==> src/hw/rtl/tcw_pkg.sv <==
// Shared types and constants for the text console writer.
package tcw_pkg;

    localparam int COLUMNS_DEF = 80;
    localparam int ROWS_DEF    = 25;

    localparam int ROW_OUT_W  = 5;
    localparam int COL_OUT_W  = 7;
    localparam int POS_OUT_W  = 11;
    localparam int CELL_W     = 16;
    localparam int INDEX_W    = 11;

    localparam logic [CELL_W-1:0] BLANK_CELL   = 16'h0720;
    localparam logic [7:0]        NEWLINE_CODE = 8'h0A;
    localparam logic [7:0]        SPACE_CODE   = 8'h20;
    localparam logic [7:0]        ATTR_RESET   = 8'h07;

    localparam logic [0:0] REG_TEXT_ATTR = 1'b0;

    typedef enum logic [2:0] {
        ST_CLEAR,
        ST_IDLE,
        ST_EXEC,
        ST_RDWAIT,
        ST_SCROLL,
        ST_DRAIN,
        ST_DONE
    } t_state;

    typedef struct packed {
        logic latch_in;
        logic exec_read;
        logic exec_put;
        logic rd_capture;
        logic clr_step;
        logic scr_step;
        logic load_out;
    } t_dp_cmd;

    typedef struct packed {
        logic is_read;
        logic need_scroll;
        logic cnt_last;
        logic out_free;
    } t_dp_sts;

endpackage

==> src/hw/rtl/tcw_ctrl.sv <==
// Controller state machine for the text console writer.
module tcw_ctrl (
    input  logic              i_clk,
    input  logic              i_rst_n,
    input  logic              i_in_valid,
    output logic              o_in_ready,
    input  tcw_pkg::t_dp_sts  i_sts,
    output tcw_pkg::t_dp_cmd  o_cmd
);

    import tcw_pkg::*;

    t_state r_state;
    t_state n_state;

    always_ff @(posedge i_clk) begin
        if (!i_rst_n) begin
            r_state <= ST_CLEAR;
        end else begin
            r_state <= n_state;
        end
    end

    always_comb begin
        n_state = r_state;
        case (r_state)
            ST_CLEAR: begin
                if (i_sts.cnt_last) begin
                    n_state = ST_IDLE;
                end
            end
            ST_IDLE: begin
                if (i_in_valid) begin
                    n_state = ST_EXEC;
                end
            end
            ST_EXEC: begin
                if (i_sts.is_read) begin
                    n_state = ST_RDWAIT;
                end else if (i_sts.need_scroll) begin
                    n_state = ST_SCROLL;
                end else begin
                    n_state = ST_DONE;
                end
            end
            ST_RDWAIT: n_state = ST_DONE;
            ST_SCROLL: begin
                if (i_sts.cnt_last) begin
                    n_state = ST_DRAIN;
                end
            end
            ST_DRAIN: n_state = ST_DONE;
            ST_DONE: begin
                if (i_sts.out_free) begin
                    n_state = ST_IDLE;
                end
            end
            default: n_state = ST_IDLE;
        endcase
    end

    always_comb begin
        o_cmd      = '0;
        o_in_ready = 1'b0;
        case (r_state)
            ST_CLEAR: o_cmd.clr_step = 1'b1;
            ST_IDLE: begin
                o_in_ready     = 1'b1;
                o_cmd.latch_in = i_in_valid;
            end
            ST_EXEC: begin
                o_cmd.exec_read = i_sts.is_read;
                o_cmd.exec_put  = !i_sts.is_read;
            end
            ST_RDWAIT: o_cmd.rd_capture = 1'b1;
            ST_SCROLL: o_cmd.scr_step = 1'b1;
            ST_DRAIN: o_cmd = '0;
            ST_DONE: o_cmd.load_out = i_sts.out_free;
            default: o_cmd = '0;
        endcase
    end

endmodule

==> config.mk <==
export PLATFORM = sky130hd
export DESIGN_NAME = tcw_ctrl
export DESIGN_NICKNAME = d
export VERILOG_FILES = /design/src/hw/rtl/tcw_pkg.sv /design/src/hw/rtl/tcw_ctrl.sv
export SDC_FILE = /design/constraint.sdc
export NUM_CORES = 1
export LEC_CHECK = 0
export ABC_CLOCK_PERIOD_IN_PS = 1500
export BUFFER_PORTS_ARGS = -buffer_cell sky130_fd_sc_hd__buf_2
export CORE_AREA = 10 10 47 49
export DETAILED_ROUTE_END_ITERATION = 6
export DIE_AREA = 0 0 57 59
export GPL_TIMING_DRIVEN = 0
export SYNTH_ARGS = -nofsm -noshare
export SYNTH_HDL_FRONTEND = slang
export SYNTH_SLANG_ARGS = --single-unit
==> constraint.sdc <==
create_clock -name i_clk -period 1.5 [get_ports i_clk]
set_clock_uncertainty 0.15 [all_clocks]
set_input_delay 0.15 -clock i_clk [delete_from_list [all_inputs] [get_ports i_clk]]
set_output_delay 0.15 -clock i_clk [all_outputs]
set_load 0.01 [all_outputs]
==> qor.txt <==
Layout area overhead -> 52.2%
DRT Pass-1 Iters -> 3
r2r endpoint -> r_state[0]
hold path start -> i_rst_n
crit-path cells -> nor3b_4 -> and2_1 -> buf_2
WHS Path Cells -> 2
Routed Antenna Nets -> 0
fin util -> 30.7%
share of the synthesized area in the top cell type -> 21.2%
ys flop type -> dfxtp_1
first-pass GRT wire length -> 1190 um
Final nets -> 58
ant diodes -> 0
DR iter-0 viols -> 2
WL final -> 752 um
GR Overflow Total -> 0
Crit-path slowest cell -> dfxtp_1
final worst path period need -> 1.44 ns
clock slew at reported path FFs -> 0.03 ns
status -> completed
mean area per synthesized cell -> 8.84 sq um
FF-to-FF Start -> r_state[2]
Starting Density -> 20.2%
Data required, critical path -> 1.20 ns
flop2flop setup slack -> 0.16 ns
RD Place Congestion -> 0.707
pwr/cell area -> 1220 nW/um^2
Yosys reg bits -> 3
leakage -> 0.205 nW
Fmax -> 694 MHz
Synth cell types -> 23
chip height -> 59 um
# rows -> 14
synthesized netlist cell count -> 32
Worst Setup End Kind -> primary output
largest fanout on the critical path -> 4
Core ar. -> 1400 sq um
Finished Layout Cells -> 66
reg2reg path depth -> 4
postcts setup bufs -> 0
fin crit share -> 96.1%
TritonCTS Buffers -> 3
routed vias -> 300
largest net degree at the start of global routing -> 11
HPWL after DPL -> 600 um
vias in the first global route -> 273
hold_buf cts -> 0
Clock Tree Buf Depth -> 2
RSZ-0062 raised after global routing -> yes
clock latency on the worst-skew pair -> 0.24 ns
WP data arrival -> 1.14 ns
Yosys top cell by area -> dfxtp_1
Most flops, register -> r_state
max reg flops -> 3
Sink Count -> 3
# port buffers -> 14
CTS tree -> done
final hold violation count -> 0
Netlist Area Pre-Place -> 283 sq um
share of cells above drive strength 1 -> 54.0%
I/O Pins -> 15
placed cells -> 62
CTS Root Buffer Type -> clkbuf_4
endpoints failing setup -> 0
WHS -> 0.0535 ns
Worst path max stage delay -> 0.38 ns
all-layer global routing usage -> 4.70%
DIE AREA -> 3360 sq um
Synth async-reset ratio -> 0%
Least-Margin Pin Slew -> 0.202 ns
worst hold endpoint -> r_state[1]
biggest regs -> r_state (3)
critical path class -> flip-flop to primary output
initial antenna violation count -> 0
Slew Limit Fails -> 0
Syn Nets -> 39
startpoint types -> flip-flop
fillers -> 152
Seq/Total Area, Yosys -> 21.2%
Worst Hold Class -> primary input to flip-flop
Worst slew margin -> 86.4%
per-cell routed wire length -> 11.4 um
# H-tree levels -> 1
worst setup margin -> 0.0581 ns
sequential cell area -> 61.3 sq um
Via density -> 4.55
Yosys warnings -> 0
Max Cap Viol -> 0
area of the multi-input gates -> 219 sq um
width of the die -> 57 um
Synth area leaders -> dfxtp_1 (21%), and4bb_4 (5.8%), a211oi_2 (4.4%), and2_1 (4.4%), and4bb_2 (4.4%)
number of synthesized flops with an enable pin -> 0
Residual DRC -> 0
maximum vdd drop -> 0.483 mV
DP Worst Slack -> 0.209 ns
cell usage after synthesis (2+ instances only):
cell type  instances
nor3_1             2
nand2b_1           2
nand2_1            2
buf_2              2
o21ai_0            2
nor2b_1            2
and2_1             2
dfxtp_1            3
stage by stage:
step	setup TNS [ns]	instance area (sq um)	power, mW
after floorplan	0	283	0.275
after global placement	0	373	0.347
after detailed placement	0	373	0.350
after CTS	0	403	0.504
after global routing	-0.0290	430	0.573
final	0	430	0.526
cell families (layout without fill, tap and decap cells):
group	Yosys count	after routing	share of synthesized area, %
compound gates	7	7	20.4
buf+inv	4	22	8.85
flops	3	3	21.2
simple gates	18	18	49.6
metal layers:
layer  routed length (um)  global-route usage, %  vias to the layer above
met5                    0                      0                        -
met4                    0                   1.01                        0
met3                   45                   4.51                        0
met2                  430                   7.91                        6
met1                  277                   4.00                      140
li1                     -                      -                      154
worst max-delay path: cells and delay by family, from the launching register on:
| family | cells | cell delay [ns] |
|---|---|---|
| and+or+nand+nor | 2 | 0.41 |
| DFF | 1 | 0.38 |
| buffers and inverters | 1 | 0.12 |
worst max path at each step:
stage | endpoint | slack (ns) | from
6_report | o_cmd[6] | 0.06 | r_state[0]
5_1_grt | o_cmd[6] | -0.02 | r_state[0]
4_1_cts | o_cmd[4] | 0.002 | r_state[0]
3_5_place_dp | o_cmd[4] | 0.21 | r_state[1]
3_3_place_gp | o_cmd[4] | 0.19 | r_state[1]
2_1_floorplan | r_state[0] | 0.20 | r_state[1]
cells in the final DEF, fill, tap and decap left out, drive strengths merged:
master,synthesis,final
inv,1,1
nor4b,1,1
nor3b,2,2
buf,3,17
dfxtp,3,3
and2,2,2
a41o,1,1
and3b,1,1
nor2b,2,2
o21ai,2,2
a21boi,1,1
a32o,1,1
and4b,1,1
nor3,2,2
and4bb,2,2
clkbuf,0,4
a21o,1,1
nand2b,2,2
nand2,2,2
a211oi,1,1
nand3b,1,1
power by group:
group | internal [mW] | total, mW | switching (mW)
Sequential | 0.0995 | 0.123 | 0.0238
Clock | 0.0997 | 0.143 | 0.0432
Combinational | 0.140 | 0.260 | 0.119
final cells by class:
type | count | area share [%]
clock buffers | 4 | 6.10
well taps | 16 | 4.65
plain buffers | 3 | 6.98
repair buffers | 14 | 16.3
flip-flops and latches | 3 | 14.2
inverters | 1 | 0.872
multi-input cells | 25 | 50.9
repair_timing:
| item | in CTS | in global routing |
|---|---|---|
| endpoints found under the setup margin | 2 | 4 |
| endpoints found under the hold margin | 0 | 0 |
| resized for setup | 2 | 6 |
| cloned | 0 | 0 |
Power figures use the tool's default switching activity.
