<file path="config.mk">
export PLATFORM = sky130hd
export DESIGN_NAME = tcw_dp
export DESIGN_NICKNAME = d
export VERILOG_FILES = /design/src/hw/rtl/tcw_pkg.sv /design/src/hw/rtl/tcw_dp.sv
export SDC_FILE = /design/constraint.sdc
export NUM_CORES = 1
export LEC_CHECK = 0
export BUFFER_PORTS_ARGS = -buffer_cell sky130_fd_sc_hd__buf_2
export CORE_MARGIN = 10
export CORE_UTILIZATION = 47
export DETAILED_ROUTE_END_ITERATION = 10
export PLACE_DENSITY = 0.77
export SLEW_MARGIN = 20
export SYNTH_ARGS = -nofsm -noshare
export SYNTH_HDL_FRONTEND = slang
export SYNTH_SLANG_ARGS = --single-unit
export TNS_END_PERCENT = 100
</file>
<file path="constraint.sdc">
create_clock -name i_clk -period 2.5 [get_ports i_clk]
set_clock_uncertainty 0.1 [all_clocks]
set_input_delay 0 -clock i_clk [delete_from_list [all_inputs] [get_ports i_clk]]
set_output_delay 0 -clock i_clk [all_outputs]
set_load 0.02 [all_outputs]
</file>
<file path="src/hw/rtl/tcw_pkg.sv">
// Shared types and constants for the text console writer.
package tcw_pkg;

    localparam int COLUMNS_DEF = 80;
    localparam int ROWS_DEF    = 25;

    localparam int ROW_OUT_W  = 5;
    localparam int COL_OUT_W  = 7;
    localparam int POS_OUT_W  = 11;
    localparam int CELL_W     = 16;
    localparam int INDEX_W    = 11;

    localparam logic [CELL_W-1:0] BLANK_CELL   = 16'h0720;
    localparam logic [7:0]        NEWLINE_CODE = 8'h0A;
    localparam logic [7:0]        SPACE_CODE   = 8'h20;
    localparam logic [7:0]        ATTR_RESET   = 8'h07;

    localparam logic [0:0] REG_TEXT_ATTR = 1'b0;

    typedef enum logic [2:0] {
        ST_CLEAR,
        ST_IDLE,
        ST_EXEC,
        ST_RDWAIT,
        ST_SCROLL,
        ST_DRAIN,
        ST_DONE
    } t_state;

    typedef struct packed {
        logic latch_in;
        logic exec_read;
        logic exec_put;
        logic rd_capture;
        logic clr_step;
        logic scr_step;
        logic load_out;
    } t_dp_cmd;

    typedef struct packed {
        logic is_read;
        logic need_scroll;
        logic cnt_last;
        logic out_free;
    } t_dp_sts;

endpackage

</file>
<file path="src/hw/rtl/tcw_dp.sv">
// Datapath: cursor, copy counter, screen store access and result register.
module tcw_dp #(
    parameter int COLUMNS = 80,
    parameter int ROWS    = 25
) (
    input  logic                              i_clk,
    input  logic                              i_rst_n,
    input  tcw_pkg::t_dp_cmd                  i_cmd,
    output tcw_pkg::t_dp_sts                  o_sts,
    input  logic                              i_in_cmd,
    input  logic [7:0]                        i_char_code,
    input  logic [tcw_pkg::INDEX_W-1:0]       i_cell_index,
    input  logic [7:0]                        i_attr,
    output logic                              o_ram_we,
    output logic [$clog2(COLUMNS*ROWS)-1:0]   o_ram_waddr,
    output logic [tcw_pkg::CELL_W-1:0]        o_ram_wdata,
    output logic [$clog2(COLUMNS*ROWS)-1:0]   o_ram_raddr,
    input  logic [tcw_pkg::CELL_W-1:0]        i_ram_rdata,
    output logic                              o_out_valid,
    input  logic                              i_out_ready,
    output logic [tcw_pkg::ROW_OUT_W-1:0]     o_cursor_row,
    output logic [tcw_pkg::COL_OUT_W-1:0]     o_cursor_col,
    output logic [tcw_pkg::POS_OUT_W-1:0]     o_cursor_pos,
    output logic [tcw_pkg::CELL_W-1:0]        o_cell_value,
    output logic                              o_scrolled
);

    import tcw_pkg::*;

    localparam int CELLS  = COLUMNS * ROWS;
    localparam int ADDR_W = $clog2(CELLS);
    localparam int ROW_W  = $clog2(ROWS);
    localparam int COL_W  = $clog2(COLUMNS);

    logic [ROW_W-1:0]     r_row;
    logic [COL_W-1:0]     r_col;
    logic                 r_cmd;
    logic [7:0]           r_char;
    logic [INDEX_W-1:0]   r_index;
    logic                 r_rd_ok;
    logic [CELL_W-1:0]    r_cell;
    logic                 r_scr;
    logic [ADDR_W-1:0]    r_cnt;
    logic                 r_cp_vld;
    logic [ADDR_W-1:0]    r_cp_addr;
    logic                 r_cp_fill;
    logic                 r_out_valid;
    logic [ROW_OUT_W-1:0] r_o_row;
    logic [COL_OUT_W-1:0] r_o_col;
    logic [POS_OUT_W-1:0] r_o_pos;
    logic [CELL_W-1:0]    r_o_cell;
    logic                 r_o_scr;

    logic [ADDR_W-1:0] w_cur;
    logic              w_is_nl;
    logic [COL_W:0]    w_col_inc;
    logic              w_col_wrap;
    logic              w_row_last;
    logic              w_scroll;
    logic [ROW_W-1:0]  n_row;
    logic [COL_W-1:0]  n_col;
    logic              w_cnt_last;
    logic [ADDR_W:0]   w_src;
    logic              w_fill;
    logic [CELL_W-1:0] w_blank;
    logic [31:0]       w_idx_ext;
    logic [31:0]       w_row_ext;
    logic [31:0]       w_col_ext;
    logic [31:0]       w_pos_ext;

    assign w_cur      = ADDR_W'(r_row) * ADDR_W'(COLUMNS) + ADDR_W'(r_col);
    assign w_is_nl    = (r_char == NEWLINE_CODE);
    assign w_col_inc  = (COL_W+1)'(r_col) + (COL_W+1)'(1);
    assign w_col_wrap = w_is_nl || (w_col_inc == (COL_W+1)'(COLUMNS));
    assign w_row_last = (r_row == ROW_W'(ROWS - 1));
    assign w_scroll   = w_col_wrap && w_row_last;
    assign n_col      = w_col_wrap ? '0 : w_col_inc[COL_W-1:0];
    assign n_row      = (w_col_wrap && !w_row_last) ? r_row + ROW_W'(1) : r_row;
    assign w_cnt_last = (r_cnt == ADDR_W'(CELLS - 1));
    assign w_src      = (ADDR_W+1)'(r_cnt) + (ADDR_W+1)'(COLUMNS);
    assign w_fill     = (r_cnt >= ADDR_W'(CELLS - COLUMNS));
    assign w_blank    = {i_attr, SPACE_CODE};
    assign w_idx_ext  = 32'(r_index);
    assign w_row_ext  = 32'(r_row);
    assign w_col_ext  = 32'(r_col);
    assign w_pos_ext  = 32'(w_cur);

    always_comb begin
        if (i_cmd.exec_read) begin
            o_ram_raddr = w_idx_ext[ADDR_W-1:0];
        end else if (w_fill) begin
            o_ram_raddr = r_cnt;
        end else begin
            o_ram_raddr = w_src[ADDR_W-1:0];
        end
    end

    always_comb begin
        o_ram_we    = 1'b0;
        o_ram_waddr = r_cnt;
        o_ram_wdata = BLANK_CELL;
        if (i_cmd.clr_step) begin
            o_ram_we = 1'b1;
        end else if (i_cmd.exec_put && !w_is_nl) begin
            o_ram_we    = 1'b1;
            o_ram_waddr = w_cur;
            o_ram_wdata = {i_attr, r_char};
        end else if (r_cp_vld) begin
            o_ram_we    = 1'b1;
            o_ram_waddr = r_cp_addr;
            o_ram_wdata = r_cp_fill ? w_blank : i_ram_rdata;
        end
    end

    always_ff @(posedge i_clk) begin
        if (!i_rst_n) begin
            r_row       <= '0;
            r_col       <= '0;
            r_cnt       <= '0;
            r_cp_vld    <= 1'b0;
            r_out_valid <= 1'b0;
        end else begin
            if (i_cmd.exec_put) begin
                r_row <= n_row;
                r_col <= n_col;
            end
            if (i_cmd.exec_read || i_cmd.exec_put) begin
                r_cnt <= '0;
            end else if (i_cmd.clr_step || i_cmd.scr_step) begin
                r_cnt <= r_cnt + ADDR_W'(1);
            end
            r_cp_vld <= i_cmd.scr_step;
            if (i_cmd.load_out) begin
                r_out_valid <= 1'b1;
            end else if (i_out_ready) begin
                r_out_valid <= 1'b0;
            end
        end
    end

    always_ff @(posedge i_clk) begin
        if (i_cmd.latch_in) begin
            r_cmd   <= i_in_cmd;
            r_char  <= i_char_code;
            r_index <= i_cell_index;
            r_rd_ok <= (32'(i_cell_index) < 32'(CELLS));
        end
        if (i_cmd.exec_put) begin
            r_cell <= '0;
            r_scr  <= w_scroll;
        end
        if (i_cmd.exec_read) begin
            r_scr <= 1'b0;
        end
        if (i_cmd.rd_capture) begin
            r_cell <= r_rd_ok ? i_ram_rdata : '0;
        end
        r_cp_addr <= r_cnt;
        r_cp_fill <= w_fill;
        if (i_cmd.load_out) begin
            r_o_row  <= w_row_ext[ROW_OUT_W-1:0];
            r_o_col  <= w_col_ext[COL_OUT_W-1:0];
            r_o_pos  <= w_pos_ext[POS_OUT_W-1:0];
            r_o_cell <= r_cell;
            r_o_scr  <= r_scr;
        end
    end

    assign o_sts.is_read     = r_cmd;
    assign o_sts.need_scroll = w_scroll;
    assign o_sts.cnt_last    = w_cnt_last;
    assign o_sts.out_free    = !r_out_valid || i_out_ready;

    assign o_out_valid  = r_out_valid;
    assign o_cursor_row = r_o_row;
    assign o_cursor_col = r_o_col;
    assign o_cursor_pos = r_o_pos;
    assign o_cell_value = r_o_cell;
    assign o_scrolled   = r_o_scr;

endmodule

</file>
==> impl_metrics.json <==
{
  "status": "finished with violations",
  "violations": "setup timing",
  "syn_area_mm2": 0.00503,
  "yosysTopAreaCellShare_pct": 43.5,
  "layout_setup_ws_ns": -0.205,
  "clkTransAtPathRegs_ns": 0.11,
  "final_antenna_net_count": 0,
  "vias_per_cell": 5.41,
  "drc": 0,
  "yosysSeqAreaShare_pct": 58.6,
  "p_total_w": 0.00365,
  "yosysMostFrequentCell": "edfxtp_1",
  "synth_cell_types": 54,
  "cts_root_buf": "clkbuf_8",
  "ys_seq_elements": 111,
  "synth_area_leader_cell": "edfxtp_1",
  "core_area_mm2": 0.0104,
  "crit_path_top_delay_cell": "fa_2",
  "grt.total_usage_pct": 17.3,
  "synthCells": 447,
  "setup_violations": 2,
  "cpPeakStageDelay_ns": 0.38,
  "gp_congestion": 0.838,
  "cts_tree": "built",
  "tightestPinTransition_ns": 0.766,
  "synth_ff_type": "edfxtp_1",
  "maxSlewViolCount": 0,
  "vias": 4131,
  "p_leak_nw": 2.78,
  "path_max_fanout": 3,
  "final.min_clock_period_ns": 2.70,
  "io_pins": 138,
  "first_iter_violations": 273,
  "die-area_mm2": 0.0153,
  "first_pass_iters": 5,
  "grt-ovfl-total": 0,
  "ir_drop_mv": 0.364,
  "hp-start": "i_cmd[3]",
  "std_cell_rows": 37,
  "yosysWarningCount": 0,
  "first_global_vias": 4180,
  "cts.htree.levels": 3,
  "synth_area_per_cell_um2": 11.3,
  "antenna_found_initial": 1,
  "cp.required_ns": 2.40,
  "syn_to_final_growth_pct": 32.0,
  "post-route-period-util_pct": 108,
  "drt_wl_total_um": 13600,
  "fmax_mhz": 370,
  "critPathTopFamily": "adder cells",
  "holdWs_ns": 0.0226,
  "synth_edf_count": 73,
  "hold_class": "in -> reg",
  "worstPathArrival_ns": 2.60,
  "internal-power_w": 0.00270,
  "drive_gt1_share_pct": 31.7,
  "rsz0062_at_grt": "true",
  "switching_share_pct": 25.9,
  "portBuffers": 137,
  "start_kind": "flip-flop",
  "cp-end-kind": "output port",
  "seq_power_share_pct": 57.0,
  "synth_commonest_cells": "edfxtp_1, nand2_1, dfxtp_1",
  "powerDensity_mw_per_mm2": 549,
  "timing.final.hold_violations": 0,
  "cts_num_sinks": 111,
  "path_class": "reg -> out",
  "dieHeight_um": 124,
  "grt_max_degree": 38,
  "p_sw_w": 0.000945,
  "numPlacedInstances": 702,
  "clockBufferDepth": 2,
  "initial_core_util_pct": 48.6,
  "cp_num_buf_inv": 1,
  "grt_pass1_wl_um": 21000,
  "wire_per_inst_um": 17.8,
  "final_area_mm2": 0.00665,
  "crit_path_cell_trace": "ha_1 > ha_4 > fa_2 > xnor2_4 > nor4b_4 > xnor3_1 > o22ai_2 > a22oi_2 > buf_6",
  "comb_power_share_pct": 12.0,
  "clk_latency_ns": 0.37,
  "place_hpwl_um": 9650,
  "synth-async-reset-ratio_pct": 0,
  "die_w_um": 124,
  "layout.nets": 694,
  "fin_cells": 764,
  "slew_headroom_pct": 48.9,
  "rr_startpoint": "r_row[2]$_SDFFE_PN0P_",
  "numCtsBuffers": 9,
  "maxCapViolCount": 0,
  "crit_start": "r_row[2]$_SDFFE_PN0P_",
  "syn_nets": 519,
  "clkPwrFrac_pct": 31.1,
  "post_dp_cell_area_mm2": 0.00584,
  "synthTopCellsByArea": "edfxtp_1, dfxtp_1, ha_1, nand2_1, o21ai_0"
}
-- cell usage in the layout (no fill, tap or decap), types with 4 or more instances in the layout --
master / synthesis / final
buf_2: 1 / 134
edfxtp_1: 73 / 73
nand2_1: 43 / 43
dlygate4sd3_1: 0 / 43
dfxtp_1: 38 / 35
nor2_1: 31 / 29
o21ai_0: 29 / 26
a21oi_1: 25 / 24
and3_1: 17 / 17
inv_1: 16 / 16
nand3_1: 15 / 15
buf_4: 7 / 15
ha_1: 16 / 13
a22oi_1: 14 / 12
nand2b_1: 11 / 11
xnor2_1: 12 / 11
clkbuf_8: 0 / 9
xor2_1: 8 / 7
o31ai_1: 6 / 6
a21o_1: 4 / 4
o22ai_1: 5 / 4
or3_1: 4 / 4
buf_6: 2 / 4
-- stage by stage --
stage	setup TNS (ns)	worst slack, ns	util [%]
final	-0.214	-0.205	64.1
after global routing	-0.390	-0.298	64.1
after CTS	-0.253	-0.249	63.2
after detailed placement	-0.0915	-0.0915	56.4
after global placement	0	0.0236	56.4
after floorplan	0	0.0268	-
-- power groups by stage --
stage | combinational, W | sequential (W) | clock (W)
2_1_floorplan | 0.000175 | 0.00215 | 0
3_3_place_gp | 0.000371 | 0.00212 | 0
3_5_place_dp | 0.000377 | 0.00212 | 0
4_1_cts | 0.000434 | 0.00208 | 0.00114
5_1_grt | 0.000473 | 0.00209 | 0.00122
6_report | 0.000437 | 0.00208 | 0.00113
-- cells by family (layout without fill, tap and decap cells) --
| logic type | count (synthesis) | count (layout) | share of synthesized area, % |
|---|---|---|---|
| DFF | 111 | 111 | 58.6 |
| muxes | 6 | 6 | 1.34 |
| buffers and inverters | 48 | 228 | 4.42 |
| and+or+nand+nor | 146 | 146 | 14.9 |
| AOI/OAI and AO/OA | 97 | 97 | 12.0 |
| adders and majority gates | 18 | 18 | 4.77 |
| other | 0 | 1 | 0 |
| xor gates and xnor gates | 21 | 21 | 3.93 |
-- sequential cells by signal, summed over array words and instances (netlist names) --
register and cells:
r_char 8, r_scr 1, r_cmd 1, r_rd_ok 1
r_row 5, r_index 11, r_cnt 11, o_cursor_row 5
o_cursor_pos 7, o_cell_value 16, o_cursor_col 7, o_out_valid 1
r_cell 16, r_col 7, o_scrolled 1, r_cp_fill 1
r_cp_addr 11, r_cp_vld 1
-- repair_timing --
action                                  in CTS  in global routing
endpoints found under the setup margin       3                 10
buffers inserted                             0                  2
pin swaps                                    6                  9
gates cloned                                 0                  0
endpoints found under the hold margin       57                  0
resized for setup                           17                 15
hold buffers                                43                  0
-- path summary, 6_finish.rpt --
check	endpoint	slack [ns]	depth (start not counted)
worst max-delay path	o_ram_waddr[10]	-0.20	9
worst min-delay path	r_cell[10]$_SDFFCE_PN0P_	0.02	2
worst max register to register	o_cursor_pos[10]$_DFFE_PP_	0.22	7
worst min register to register	r_cp_addr[10]$_DFF_P_	0.32	0
-- per-layer routing --
layer  part of all wire, %  global-route usage (%)
met1                    39                    20.4
met2                    50                    29.0
met3                   8.5                    5.56
met4                   2.5                    6.62
met5                     0                       0
-- final cells by class --
cell class              count  area [um^2]
well taps                 136          170
repair buffers            196         1260
clock buffers               9          124
flip-flops and latches    111         2960
inverters                  16         60.1
clock inverters             7         85.1
multi-input cells         288         1990
fillers                   836         3720
diodes                      1         2.50
(Power assumes the default switching activity.)
